**config.mk**
```make
export PLATFORM = sky130hd
export DESIGN_NAME = square_spiral_index_converter_core
export DESIGN_NICKNAME = d
export VERILOG_FILES = /design/src/hdl/sscv_pkg.sv /design/src/hdl/square_spiral_index_converter_core.sv /design/src/hdl/sscv_root_unit.sv
export VERILOG_INCLUDE_DIRS = /design/src /design/src/hdl
export SDC_FILE = /design/constraint.sdc
export NUM_CORES = 1
export LEC_CHECK = 0
export BUFFER_PORTS_ARGS = -buffer_cell sky130_fd_sc_hd__buf_2
export CAP_MARGIN = 25
export CORE_ASPECT_RATIO = 0.7
export CORE_MARGIN = 1
export CORE_UTILIZATION = 35
export DETAILED_ROUTE_END_ITERATION = 8
export GPL_ROUTABILITY_DRIVEN = 0
export GPL_TIMING_DRIVEN = 1
export PLACE_DENSITY = 0.61
export SYNTH_ARGS = -nofsm -noshare
export SYNTH_HDL_FRONTEND = slang
export SYNTH_SLANG_ARGS = --single-unit
```
**constraint.sdc**
```tcl
create_clock -name clock -period 12.4 [get_ports clock]
set_input_delay 2.48 -clock clock [delete_from_list [all_inputs] [get_ports clock]]
set_output_delay 2.48 -clock clock [all_outputs]
set_load 0.02 [all_outputs]
```
**src/hdl/square_spiral_index_converter_core_macros.svh**
```systemverilog
// Assertion helpers shared by the converter modules.
// Both expect a clock named clock and an active-high reset named reset.
`ifndef SQUARE_SPIRAL_INDEX_CONVERTER_CORE_MACROS_SVH
`define SQUARE_SPIRAL_INDEX_CONVERTER_CORE_MACROS_SVH

// Same-cycle implication.
`define SSCV_ASSERT_NOW(label, ante, cons) \
   label: assert property (@(posedge clock) disable iff (reset) (ante) |-> (cons)) \
      else $error("sscv assertion failed");

// Next-cycle implication.
`define SSCV_ASSERT_NEXT(label, ante, cons) \
   label: assert property (@(posedge clock) disable iff (reset) (ante) |=> (cons)) \
      else $error("sscv assertion failed");

`endif

```
**src/hdl/sscv_pkg.sv**
```systemverilog
package sscv_pkg;

   localparam int INDEX_W            = 24;
   localparam int COORD_W            = 12;
   localparam int ROOT_W             = 12;   // root of a 24-bit value
   localparam int REM_W              = 15;   // remainder plus two shifted-in bits
   localparam int ROOT_STEPS         = INDEX_W / 2;
   localparam int STEP_W             = $clog2(ROOT_STEPS);
   localparam int LIMIT_W            = 16;
   localparam int LIN_W              = 15;   // linear term of the index formulas
   localparam int IDX_CALC_W         = 27;
   localparam int RING_LIMIT_DEFAULT = 2047;

   localparam logic REQ_INDEX_TO_POINT = 1'b0;
   localparam logic REQ_POINT_TO_INDEX = 1'b1;

   typedef struct packed {
      logic                      req_type;
      logic [INDEX_W-1:0]        in_index;
      logic signed [COORD_W-1:0] in_x;
      logic signed [COORD_W-1:0] in_z;
   } sscv_req_type;

   typedef struct packed {
      logic signed [COORD_W-1:0] out_x;
      logic signed [COORD_W-1:0] out_z;
      logic [INDEX_W-1:0]        out_index;
      logic                      range_error;
   } sscv_rsp_type;

   typedef struct packed {
      logic busy;
      logic done;
   } sscv_root_stat_type;

endpackage

```
**src/hdl/square_spiral_index_converter_core.sv**
```systemverilog
// Channel  Direction  Handshake            Payload
// req      in         req_valid/req_stall  sscv_req_type (type, index, x, z)
// rsp      out        rsp_valid/rsp_stall  sscv_rsp_type (x, z, index, range_error)
//
// Index to point: accept, the square-root digit steps, pickup of the root
// done flag, finish.
// Point to index: accept, a multiply step, finish.
// An out-of-range index skips the root and goes straight to finish.
// The index-to-point path runs through the radix-4 root unit; req_stall is high while busy.
// Synchronous active-high reset clears the sequencer and the rsp valid flag.
// A held rsp beat stalls only the finish step; a new req is taken once the
// sequencer is back in idle, even while the previous rsp beat still waits.
`include "square_spiral_index_converter_core_macros.svh"

module square_spiral_index_converter_core #(
   parameter int RING_LIMIT = sscv_pkg::RING_LIMIT_DEFAULT
) (
   input  logic                   clock,
   input  logic                   reset,
   input  logic                   req_valid,
   output logic                   req_stall,
   input  sscv_pkg::sscv_req_type req_data,
   output logic                   rsp_valid,
   input  logic                   rsp_stall,
   output sscv_pkg::sscv_rsp_type rsp_data
);
   import sscv_pkg::*;

   // first index past the outermost ring: (2*limit+1)^2
   localparam longint EDGE = 2 * longint'(RING_LIMIT) + 1;
   localparam logic [32:0] INDEX_LIMIT = 33'(EDGE * EDGE);
   localparam logic [LIMIT_W-1:0] RING_MAX = LIMIT_W'(RING_LIMIT);
   localparam int CW1 = COORD_W + 1;
   localparam int SQ_W = 2 * CW1;
   localparam int DW = 16;   // signed scratch for the coordinate formulas

   // sequencer
   localparam logic [1:0] ST_IDLE = 2'd0;
   localparam logic [1:0] ST_ROOT = 2'd1;
   localparam logic [1:0] ST_MUL  = 2'd2;
   localparam logic [1:0] ST_DONE = 2'd3;

   logic [1:0]                state_ff, state_in;
   logic                      rsp_valid_ff, rsp_valid_in;
   sscv_rsp_type              rsp_data_ff, rsp_data_in;

   // captured request and intermediate results (no reset needed)
   logic                      type_ff, type_in;
   logic                      err_ff, err_in;
   logic signed [COORD_W-1:0] a_ff, a_in;
   logic signed [COORD_W-1:0] b_ff, b_in;
   logic signed [SQ_W-1:0]    sq_ff, sq_in;
   logic signed [LIN_W-1:0]   lin_ff, lin_in;

   logic                      req_accept;
   logic                      out_free;
   logic                      idx_err;
   logic                      root_start;
   logic [ROOT_W-1:0]         root;
   logic [ROOT_W:0]           rem;
   sscv_root_stat_type        root_stat;

   assign req_stall  = (state_ff != ST_IDLE);
   assign req_accept = req_valid && !req_stall;
   assign out_free   = !rsp_valid_ff || !rsp_stall;
   assign idx_err    = ({9'd0, req_data.in_index} >= INDEX_LIMIT);
   assign root_start = req_accept && (req_data.req_type == REQ_INDEX_TO_POINT) && !idx_err;

   sscv_root_unit u_root (
      .clock (clock),
      .reset (reset),
      .start (root_start),
      .value (req_data.in_index),
      .root  (root),
      .rem   (rem),
      .stat  (root_stat)
   );

   // ---------------- point to index: zone, square term, linear term -------
   logic signed [CW1-1:0]   a13, b13;
   logic [CW1-1:0]          abs_a, abs_b, ring;
   logic                    z_bottom, z_left, z_top, z_right;
   logic signed [LIN_W-1:0] ax, bx;
   logic signed [CW1-1:0]   m;
   logic signed [LIN_W-1:0] lin;

   always_comb begin
      a13   = {a_ff[COORD_W-1], a_ff};
      b13   = {b_ff[COORD_W-1], b_ff};
      abs_a = a13[CW1-1] ? CW1'(-a13) : CW1'(a13);
      abs_b = b13[CW1-1] ? CW1'(-b13) : CW1'(b13);
      ring  = (abs_a > abs_b) ? abs_a : abs_b;
      ax    = {{(LIN_W-COORD_W){a_ff[COORD_W-1]}}, a_ff};
      bx    = {{(LIN_W-COORD_W){b_ff[COORD_W-1]}}, b_ff};
      // zones tested in order; the origin falls through to zero
      z_bottom = (b13 > 0) && (a13 >= -b13) && (a13 < b13);
      z_left   = (a13 < 0) && (b13 < -a13) && (b13 >= a13);
      z_top    = (b13 < 0) && (a13 <= -b13) && (a13 > b13);
      z_right  = (a13 > 0) && (b13 <= a13) && (b13 > -a13);
      if (z_bottom) begin
         m   = b13;
         lin = (bx <<< 1) + bx - ax;
      end else if (z_left) begin
         m   = a13;
         lin = (ax <<< 1) + ax - bx;
      end else if (z_top) begin
         m   = b13;
         lin = bx + ax;
      end else if (z_right) begin
         m   = a13;
         lin = ax + bx;
      end else begin
         m   = '0;
         lin = '0;
      end
   end

   // ---------------- index to point from root and remainder ---------------
   // n = r^2 + rem; the upper square wins only when rem > r (ties go low),
   // so n - s is rem or rem - (2r+1).
   logic                   up;
   logic [ROOT_W:0]        q;
   logic signed [DW-1:0]   d, half, h, px, pz;

   always_comb begin
      up   = ({1'b0, root} < rem);
      q    = up ? ({1'b0, root} + (ROOT_W+1)'(1)) : {1'b0, root};
      d    = up ? ($signed({3'b000, rem}) - $signed({3'b000, root, 1'b1}))
                : $signed({3'b000, rem});
      half = $signed({{(DW-ROOT_W){1'b0}}, q[ROOT_W:1]});
      h    = half + DW'(1);
      if (!q[0]) begin
         if (d >= 0) begin
            px = half;
            pz = d - half;
         end else begin
            px = half + d;
            pz = -half;
         end
      end else begin
         if (d >= 0) begin
            px = -h;
            pz = h - DW'(1) - d;
         end else begin
            px = -h - d;
            pz = h - DW'(1);
         end
      end
   end

   logic [IDX_CALC_W-1:0] idx_sum;
   assign idx_sum = {sq_ff[IDX_CALC_W-3:0], 2'b00}
                  + {{(IDX_CALC_W-LIN_W){lin_ff[LIN_W-1]}}, lin_ff};

   // ---------------- sequencer ---------------------------------------------
   always_comb begin
      state_in     = state_ff;
      rsp_valid_in = rsp_valid_ff && rsp_stall;
      rsp_data_in  = rsp_data_ff;
      type_in      = type_ff;
      err_in       = err_ff;
      a_in         = a_ff;
      b_in         = b_ff;
      sq_in        = sq_ff;
      lin_in       = lin_ff;
      case (state_ff)
         ST_IDLE: begin
            if (req_accept) begin
               type_in = req_data.req_type;
               a_in    = req_data.in_x;
               b_in    = req_data.in_z;
               err_in  = 1'b0;
               if (req_data.req_type == REQ_POINT_TO_INDEX) begin
                  state_in = ST_MUL;
               end else if (idx_err) begin
                  err_in   = 1'b1;
                  state_in = ST_DONE;
               end else begin
                  state_in = ST_ROOT;
               end
            end
         end
         ST_ROOT: begin
            if (root_stat.done) begin
               state_in = ST_DONE;
            end
         end
         ST_MUL: begin
            err_in   = ({{(LIMIT_W-CW1){1'b0}}, ring} > RING_MAX);
            sq_in    = SQ_W'(m) * SQ_W'(m);
            lin_in   = lin;
            state_in = ST_DONE;
         end
         ST_DONE: begin
            if (out_free) begin
               rsp_valid_in = 1'b1;
               rsp_data_in  = '0;
               if (err_ff) begin
                  rsp_data_in.range_error = 1'b1;
               end else if (type_ff == REQ_POINT_TO_INDEX) begin
                  rsp_data_in.out_index = idx_sum[INDEX_W-1:0];
               end else begin
                  rsp_data_in.out_x = px[COORD_W-1:0];
                  rsp_data_in.out_z = pz[COORD_W-1:0];
               end
               state_in = ST_IDLE;
            end
         end
         default: begin
            state_in = ST_IDLE;
         end
      endcase
   end

   always_ff @(posedge clock) begin
      if (reset) begin
         state_ff     <= ST_IDLE;
         rsp_valid_ff <= 1'b0;
      end else begin
         state_ff     <= state_in;
         rsp_valid_ff <= rsp_valid_in;
      end
   end

   always_ff @(posedge clock) begin
      rsp_data_ff <= rsp_data_in;
      type_ff     <= type_in;
      err_ff      <= err_in;
      a_ff        <= a_in;
      b_ff        <= b_in;
      sq_ff       <= sq_in;
      lin_ff      <= lin_in;
   end

   assign rsp_valid = rsp_valid_ff;
   assign rsp_data  = rsp_data_ff;

   `SSCV_ASSERT_NEXT(a_root_to_done, (state_ff == ST_ROOT) && root_stat.done, state_ff == ST_DONE)
   `SSCV_ASSERT_NOW(a_err_zero, rsp_valid_ff && rsp_data_ff.range_error, (rsp_data_ff.out_x == '0) && (rsp_data_ff.out_z == '0) && (rsp_data_ff.out_index == '0))
   `SSCV_ASSERT_NEXT(a_done_delivers, (state_ff == ST_DONE) && out_free, rsp_valid_ff && (state_ff == ST_IDLE))
   `SSCV_ASSERT_NOW(a_root_busy_in_root, root_stat.busy, state_ff == ST_ROOT)

endmodule

```
**src/hdl/sscv_root_unit.sv**
```systemverilog
`include "square_spiral_index_converter_core_macros.svh"

module sscv_root_unit (
   input  logic                               clock,
   input  logic                               reset,
   input  logic                               start,
   input  logic [sscv_pkg::INDEX_W-1:0]       value,
   output logic [sscv_pkg::ROOT_W-1:0]        root,
   output logic [sscv_pkg::ROOT_W:0]          rem,
   output sscv_pkg::sscv_root_stat_type       stat
);
   import sscv_pkg::*;

   logic                busy_ff, busy_in;
   logic                done_ff, done_in;
   logic [STEP_W-1:0]   step_ff, step_in;
   logic [INDEX_W-1:0]  v_ff, v_in;
   logic [ROOT_W-1:0]   root_ff, root_in;
   logic [REM_W-1:0]    rem_ff, rem_in;

   logic [REM_W-1:0]    rem_sh;
   logic [REM_W-1:0]    trial;
   logic                fit;
   logic                last;

   // one radix-4 digit per cycle: shift in two bits, try (4*root + 1)
   assign rem_sh = {rem_ff[REM_W-3:0], v_ff[INDEX_W-1 -: 2]};
   assign trial  = {{(REM_W-ROOT_W-2){1'b0}}, root_ff, 2'b01};
   assign fit    = (rem_sh >= trial);
   assign last   = (step_ff == STEP_W'(ROOT_STEPS - 1));

   always_comb begin
      busy_in = busy_ff;
      done_in = 1'b0;
      step_in = step_ff;
      v_in    = v_ff;
      root_in = root_ff;
      rem_in  = rem_ff;
      if (start) begin
         busy_in = 1'b1;
         step_in = '0;
         v_in    = value;
         root_in = '0;
         rem_in  = '0;
      end else if (busy_ff) begin
         step_in = step_ff + STEP_W'(1);
         v_in    = {v_ff[INDEX_W-3:0], 2'b00};
         root_in = {root_ff[ROOT_W-2:0], fit};
         rem_in  = fit ? (rem_sh - trial) : rem_sh;
         if (last) begin
            busy_in = 1'b0;
            done_in = 1'b1;
         end
      end
   end

   always_ff @(posedge clock) begin
      if (reset) begin
         busy_ff <= 1'b0;
         done_ff <= 1'b0;
         step_ff <= '0;
      end else begin
         busy_ff <= busy_in;
         done_ff <= done_in;
         step_ff <= step_in;
      end
   end

   always_ff @(posedge clock) begin
      v_ff    <= v_in;
      root_ff <= root_in;
      rem_ff  <= rem_in;
   end

   assign root      = root_ff;
   assign rem       = rem_ff[ROOT_W:0];
   assign stat.busy = busy_ff;
   assign stat.done = done_ff;

   `SSCV_ASSERT_NOW(a_no_restart, start, !busy_ff)
   `SSCV_ASSERT_NEXT(a_last_step_done, busy_ff && last && !start, done_ff && !busy_ff)
   `SSCV_ASSERT_NOW(a_rem_bound, done_ff, rem_ff <= {{(REM_W-ROOT_W-1){1'b0}}, root_ff, 1'b0})

endmodule
```
### Yosys cells after proc, flatten, opt, wreduce, memory -nomap -nowiden

Index checks and enable logic that the tools add are counted.
W data, S select, Z words.

| word-level totals | value |
|---|---|
| register bits | 170 |
| latch bits | 0 |
| bits in writable memories | 0 |
| bits in read-only memories | 0 |
| bits of input ports | 53 |
| output and inout port bits | 51 |
| memories | 0 |

| cells by class | value |
|---|---|
| add/sub/neg operators | 20 |
| multipliers | 1 |
| divide/modulo/power cells | 0 |
| order comparisons | 18 |
| equal/unequal tests | 7 |
| shift-type cells | 0 |
| muxes and demuxes | 39 |
| bitwise logic cells | 3 |
| reduce and logical (&&, ||, !) cells | 29 |

Operators with widths:

| operator | count |
|---|---|
| $mux W13 | 9 |
| $mux W12 | 6 |
| $mux W15 | 4 |
| $mux W24 | 2 |
| $sub A12 B12 Y12 | 3 |
| $sub A14 B12 Y15 | 2 |
| $add A13 B12 Y14 | 2 |
| $lt A12 B13 Y1 | 2 |
| $neg A12 Y13 | 2 |
| $add A24 B24 Y24 | 1 |
| $ge A24 B24 Y1 const B | 1 |
| $gt A12 B1 Y1 const B | 2 |
| $lt A12 B1 Y1 const B | 2 |
| $neg A12 Y12 | 2 |
| $mul A13 B13 Y22 | 1 |
| $ge A16 B1 Y1 const B | 1 |
| $mux W16 | 1 |
| $ge A15 B14 Y1 | 1 |
| $sub A13 B13 Y14 | 1 |
| $add A12 B1 Y13 const B | 1 |
| $add A12 B12 Y13 | 1 |
| $ge A12 B13 Y1 | 1 |
| $gt A12 B13 Y1 | 1 |
| $gt A13 B11 Y1 const B | 1 |
| other kinds (30) | 67 |

### Logic depth before layout (Yosys ltp)

| depth | value |
|---|---|
| word-level depth | 8 |
| gate-level depth with buffers | 45 |
| gate-level depth less buffers | 43 |

### By module

From an unflattened synthesis, not the netlist that was laid out.

| second synthesis, totals | value |
|---|---|
| cells, all modules | 2349 |
| area, all modules | 21262.9 um^2 |

By module, submodules not included:

| module | instances | cells each | area each (um^2) | seq. area each (um^2) |
|---|---|---|---|---|
| square_spiral_index_converter_core | 1 | 2055 | 18222.5 | 3393.3 |
| sscv_root_unit | 1 | 294 | 3040.4 | 1341.3 |

### Least setup slack after synthesis

Ideal clock, no wire load.

| timing path | value |
|---|---|
| path type | flip-flop to flip-flop |
| from | register b_ff[1] |
| to | register sq_ff[21], data pin |
| setup time | 0.260 ns |
| data arrival time | 9.558 ns |
| required time | 12.140 ns |
| path slack | 2.582 ns |
| cell stages (with the launch flop) | 43 |
| path buffers | 1 |
| clock period less this slack | 9.818 ns |
| cell sequence | edfxtp_1 > inv_1 > ha_1 > nand4_1 > or3_1 > nor4_1 > and2_1 > ha_1 > ha_1 > nand2_1 > nor2_1 > nand2_1 > or3_1 > and3_1 > or3_1 > nand2_1 > buf_2 > mux2i_1 > (+7 left out) > fa_1 > inv_1 > fa_1 > inv_1 > fa_1 > ha_1 > ha_1 > a21oi_1 > o21bai_1 > a21oi_1 > nor2b_1 > o21a_1 > nor3_1 > nor2_1 > o41ai_1 > o211a_1 > o21ai_0 > xnor2_1 |

| between the ends | value |
|---|---|
| longest elaborated chain between the ends | 8 |

RTL lines:

| what | line | RTL |
|---|---|---|
| start: declaration | square_spiral_index_converter_core.sv:51 | `logic signed [COORD_W-1:0] b_ff, b_in;` |
| start signal: assignment | square_spiral_index_converter_core.sv:230 | `b_ff <= b_in;` |
| $neg A12 Y13 / $le A12 B12 Y1 (equally long branches) | square_spiral_index_converter_core.sv:96, square_spiral_index_converter_core.sv:98, square_spiral_index_converter_core.sv:99 |  |
| $le A12 B13 Y1 / $logic_and A1 B1 Y1 (equally long branches) | square_spiral_index_converter_core.sv:98, square_spiral_index_converter_core.sv:99 |  |
| $logic_and A1 B1 Y1 (on tied branches) | square_spiral_index_converter_core.sv:98, square_spiral_index_converter_core.sv:99 |  |
| $logic_and A1 B1 Y1 / $mux W13 (equally long branches) | square_spiral_index_converter_core.sv:98, square_spiral_index_converter_core.sv:109 |  |
| $mux W13 | square_spiral_index_converter_core.sv:106 | `end else if (z_top) begin` |
| $mux W13 | square_spiral_index_converter_core.sv:103 | `end else if (z_left) begin` |
| $mux W13 (*) | square_spiral_index_converter_core.sv:100 | `if (z_bottom) begin` |
| $mul A13 B13 Y22 (*) | square_spiral_index_converter_core.sv:190 | `sq_in = SQ_W'(m) * SQ_W'(m);` |
| end signal: assignment | square_spiral_index_converter_core.sv:231 | `sq_ff <= sq_in;` |
| end: declaration | square_spiral_index_converter_core.sv:52 | `logic signed [SQ_W-1:0] sq_ff, sq_in;` |

Mark *: on every way between the ends. The rest lies on a longest branch, timed or not.
A chain may end at the register's enable or synchronous reset.

### Worst setup path in the final report

Ends and elaborated chain as after synthesis.

==> reports/qor.yml <==
drt_iter0_markers: 1236
rows: 74
cts.clk_slew.worst_paths_ps: 90
min_path_type: "reg -> reg"
drc: 0
worstSetupStartpointType: "flip-flop"
reg2reg_slack_ps: 1100
hold_path_startpoint: "u_root.step_ff[2]$_SDFFE_PP0P_"
r2r_start: "b_ff[1]$_DFFE_PP_"
port_buffers: 103
cts_resized: 0
synthTopCellsByCount: "296 x inv_1, 268 x ha_1, 238 x nor2_1"
max_stage_delay_ps: 600
grt_usage: 0.190
grt_max_degree: 47
dp_hpwl_microns: 45600
detail-route-antenna-nets: 0
synth_area_leaders: "edfxtp_1 20%, ha_1 16%, fa_1 14%, xnor2_1 6.5%, inv_1 5.4%"
clockBufferDepth: 2
max_freq_mhz: 88.5
antenna_cells: 0
seq_area_frac_synth: 0.228
htreeDepth: 4
cp-end-kind: "flip-flop"
setup_tns_ps: 0
ff2ff_path_depth: 42
io_pins: 104
wl_per_cell_microns: 17.7
period_share: 0.911
area_growth_pct: 9.58
netlist.area_leader.share: 0.195
ys_seq_elements: 169
dieWidth_microns: 293
synth_top_family_by_area: "adder cells"
whs_endpoint: "u_root.done_ff$_SDFF_PP0_"
crit_arrival_ps: 11520
antenna_found_initial: 1
cts_made_buffers: 17
clockRootBuffer: "clkbuf_16"
ys_warn_count: 0
cap_violations: 0
syn-num-nets: 2723
synth_simple_gate_area_frac: 0.135
synth.most_common_cell: "inv_1"
gr-total-overflow: 0
synth_compound_area_frac: 0.145
relSlewSlack: 0.324
finalSetupViolations: 0
slowest_stage: "edfxtp_1"
dieArea_sq_um: 60200
ys.flop_type: "edfxtp_1"
grt_pass1_wl_microns: 89300
finalCriticalPeriod_ps: 11300
synth_edf_count: 135
synth_fa_ha_area_frac: 0.298
start_util: 0.355
dr_total_vias: 16500
cts_setup_buffers: 0
synthMuxAreaShare: 0.0336
clkSinkCount: 169
critPathKind: "reg -> reg"
drtPass1Iterations: 6
postCtsHoldBufs: 0
dieHeight_microns: 206
critPathRequiredTime_ps: 12620
fin_skew_ps: 21.3
synth.distinct_cells: 96
num-nets-final: 2804
r2r-end: "sq_ff[21]$_DFFE_PP_"
drive_above_1_share: 0.104
clock_latency_ps: 500
vias_per_cell: 5.22
syn_area_sq_um: 20700
wirelength_microns: 55700
tightest_slew_ps: 1010
yosysTopAreaCell: "edfxtp_1"
cp_common_cell: "ha_1"
core_area_sq_um: 58400
rsz0062_at_grt: "false"
synth_cells: 2261
synth.avg_cell_area_sq_um: 9.17
crit_fanout: 22
cts_tree: "done"
holdPathStages: 1
maxSlewViolCount: 0
status: "finished clean"
synthArstFlopShare: 0
hold_viol: 0
synth-xor-area-share: 0.0924
finalHoldWorstSlack_ps: 498
grt_pass1_vias: 16400
registers in the layout, indices dropped and copies added, names as in the netlist:
signal / cells
u_root.done_ff: 1
u_root.rem_ff: 13
a_ff: 12
lin_ff: 15
u_root.busy_ff: 1
u_root.root: 12
rsp_valid: 1
u_root.step_ff: 4
type_ff: 1
sq_ff: 21
state_ff: 2
rsp_data: 49
u_root.v_ff: 24
b_ff: 12
err_ff: 1
critical path: cells and delay by family, from the launching register on:
kind	cells	cell delay (ps)
adder cells (fa/ha/maj)	10	3750
AND/OR/NAND/NOR	16	3620
AO/OA/AOI/OAI	7	1490
buffers and inverters	6	1130
flip-flops	1	600
XOR/XNOR	2	330
multiplexers	1	140
worst max-delay path by stage:
stage | cells after the start | startpoint | endpoint | slack [ps]
global route | 39 | b_ff[1]$_DFFE_PP_ | sq_ff[20]$_DFFE_PP_ | 420
CTS | 42 | b_ff[1]$_DFFE_PP_ | sq_ff[21]$_DFFE_PP_ | 1200
finish | 42 | b_ff[1]$_DFFE_PP_ | sq_ff[21]$_DFFE_PP_ | 1100
detailed placement | 42 | b_ff[1]$_DFFE_PP_ | sq_ff[21]$_DFFE_PP_ | 1240
global placement | 41 | b_ff[1]$_DFFE_PP_ | sq_ff[21]$_DFFE_PP_ | 1590
floorplan | 42 | b_ff[1]$_DFFE_PP_ | sq_ff[21]$_DFFE_PP_ | 2580
metrics by stage:
stage / cells / setup WS, ps / util / cell area [sq um]
2_1_floorplan: 2261 / 2580 / - / 20700
3_3_place_gp: 3120 / 1590 / 0.379 / 22100
3_5_place_dp: 3121 / 1240 / 0.379 / 22100
4_1_cts: 3153 / 1200 / 0.389 / 22700
5_1_grt: 3153 / 424 / 0.389 / 22700
6_report: 3153 / 1100 / 0.389 / 22700
cells by family after synthesis:
kind of cell	after synthesis
multiplexers	57
buffers and inverters	362
AND/OR/NAND/NOR	605
XOR/XNOR	209
AO/OA/AOI/OAI	450
flip-flops	169
adder cells (fa/ha/maj)	409
layout make-up:
| class | count | area (sq um) |
|---|---|---|
| Sequential cell | 169 | 4740 |
| Timing Repair Buffer | 119 | 636 |
| Clock buffer | 17 | 425 |
| Multi-Input combinational cell | 1730 | 14600 |
| Fill cell | 5759 | 35700 |
| Clock inverter | 15 | 153 |
| Inverter | 305 | 1140 |
| Tap cell | 798 | 998 |
placed cells by master, fill, tap and decap left out, types with 7 or more instances in the layout:
master       n
inv_1      296
ha_1       267
nor2_1     238
xnor2_1    154
nand2_1    152
fa_1       141
edfxtp_1   135
a21oi_1    125
buf_2      103
o21ai_0     78
nor3_1      51
xor2_1      48
a21o_1      37
o21bai_1    36
dfxtp_1     33
nand3_1     31
a211oi_1    27
o21a_1      25
mux2i_1     25
mux2_2      23
nand4_1     21
nor2b_1     18
clkbuf_16   17
nand2b_1    16
buf_4       16
or3_1       13
and3_1      13
a21boi_0    13
nor4_1      12
a31oi_1     11
o211ai_1     9
or2_2        9
o22ai_1      9
and2_1       8
o41ai_1      8
o31ai_1      7
mux4_2       7
per-layer routing:
metal	vias up	GRT usage	wire length, microns
li1	7910	-	-
met1	7934	0.284	28100
met2	549	0.267	21800
met3	58	0.0470	4820
met4	0	0.0555	1030
met5	-	0	0
Power is left out: the tool's default activity adds up to more than one toggle a clock period on the data nets, which glitch-free logic cannot reach.
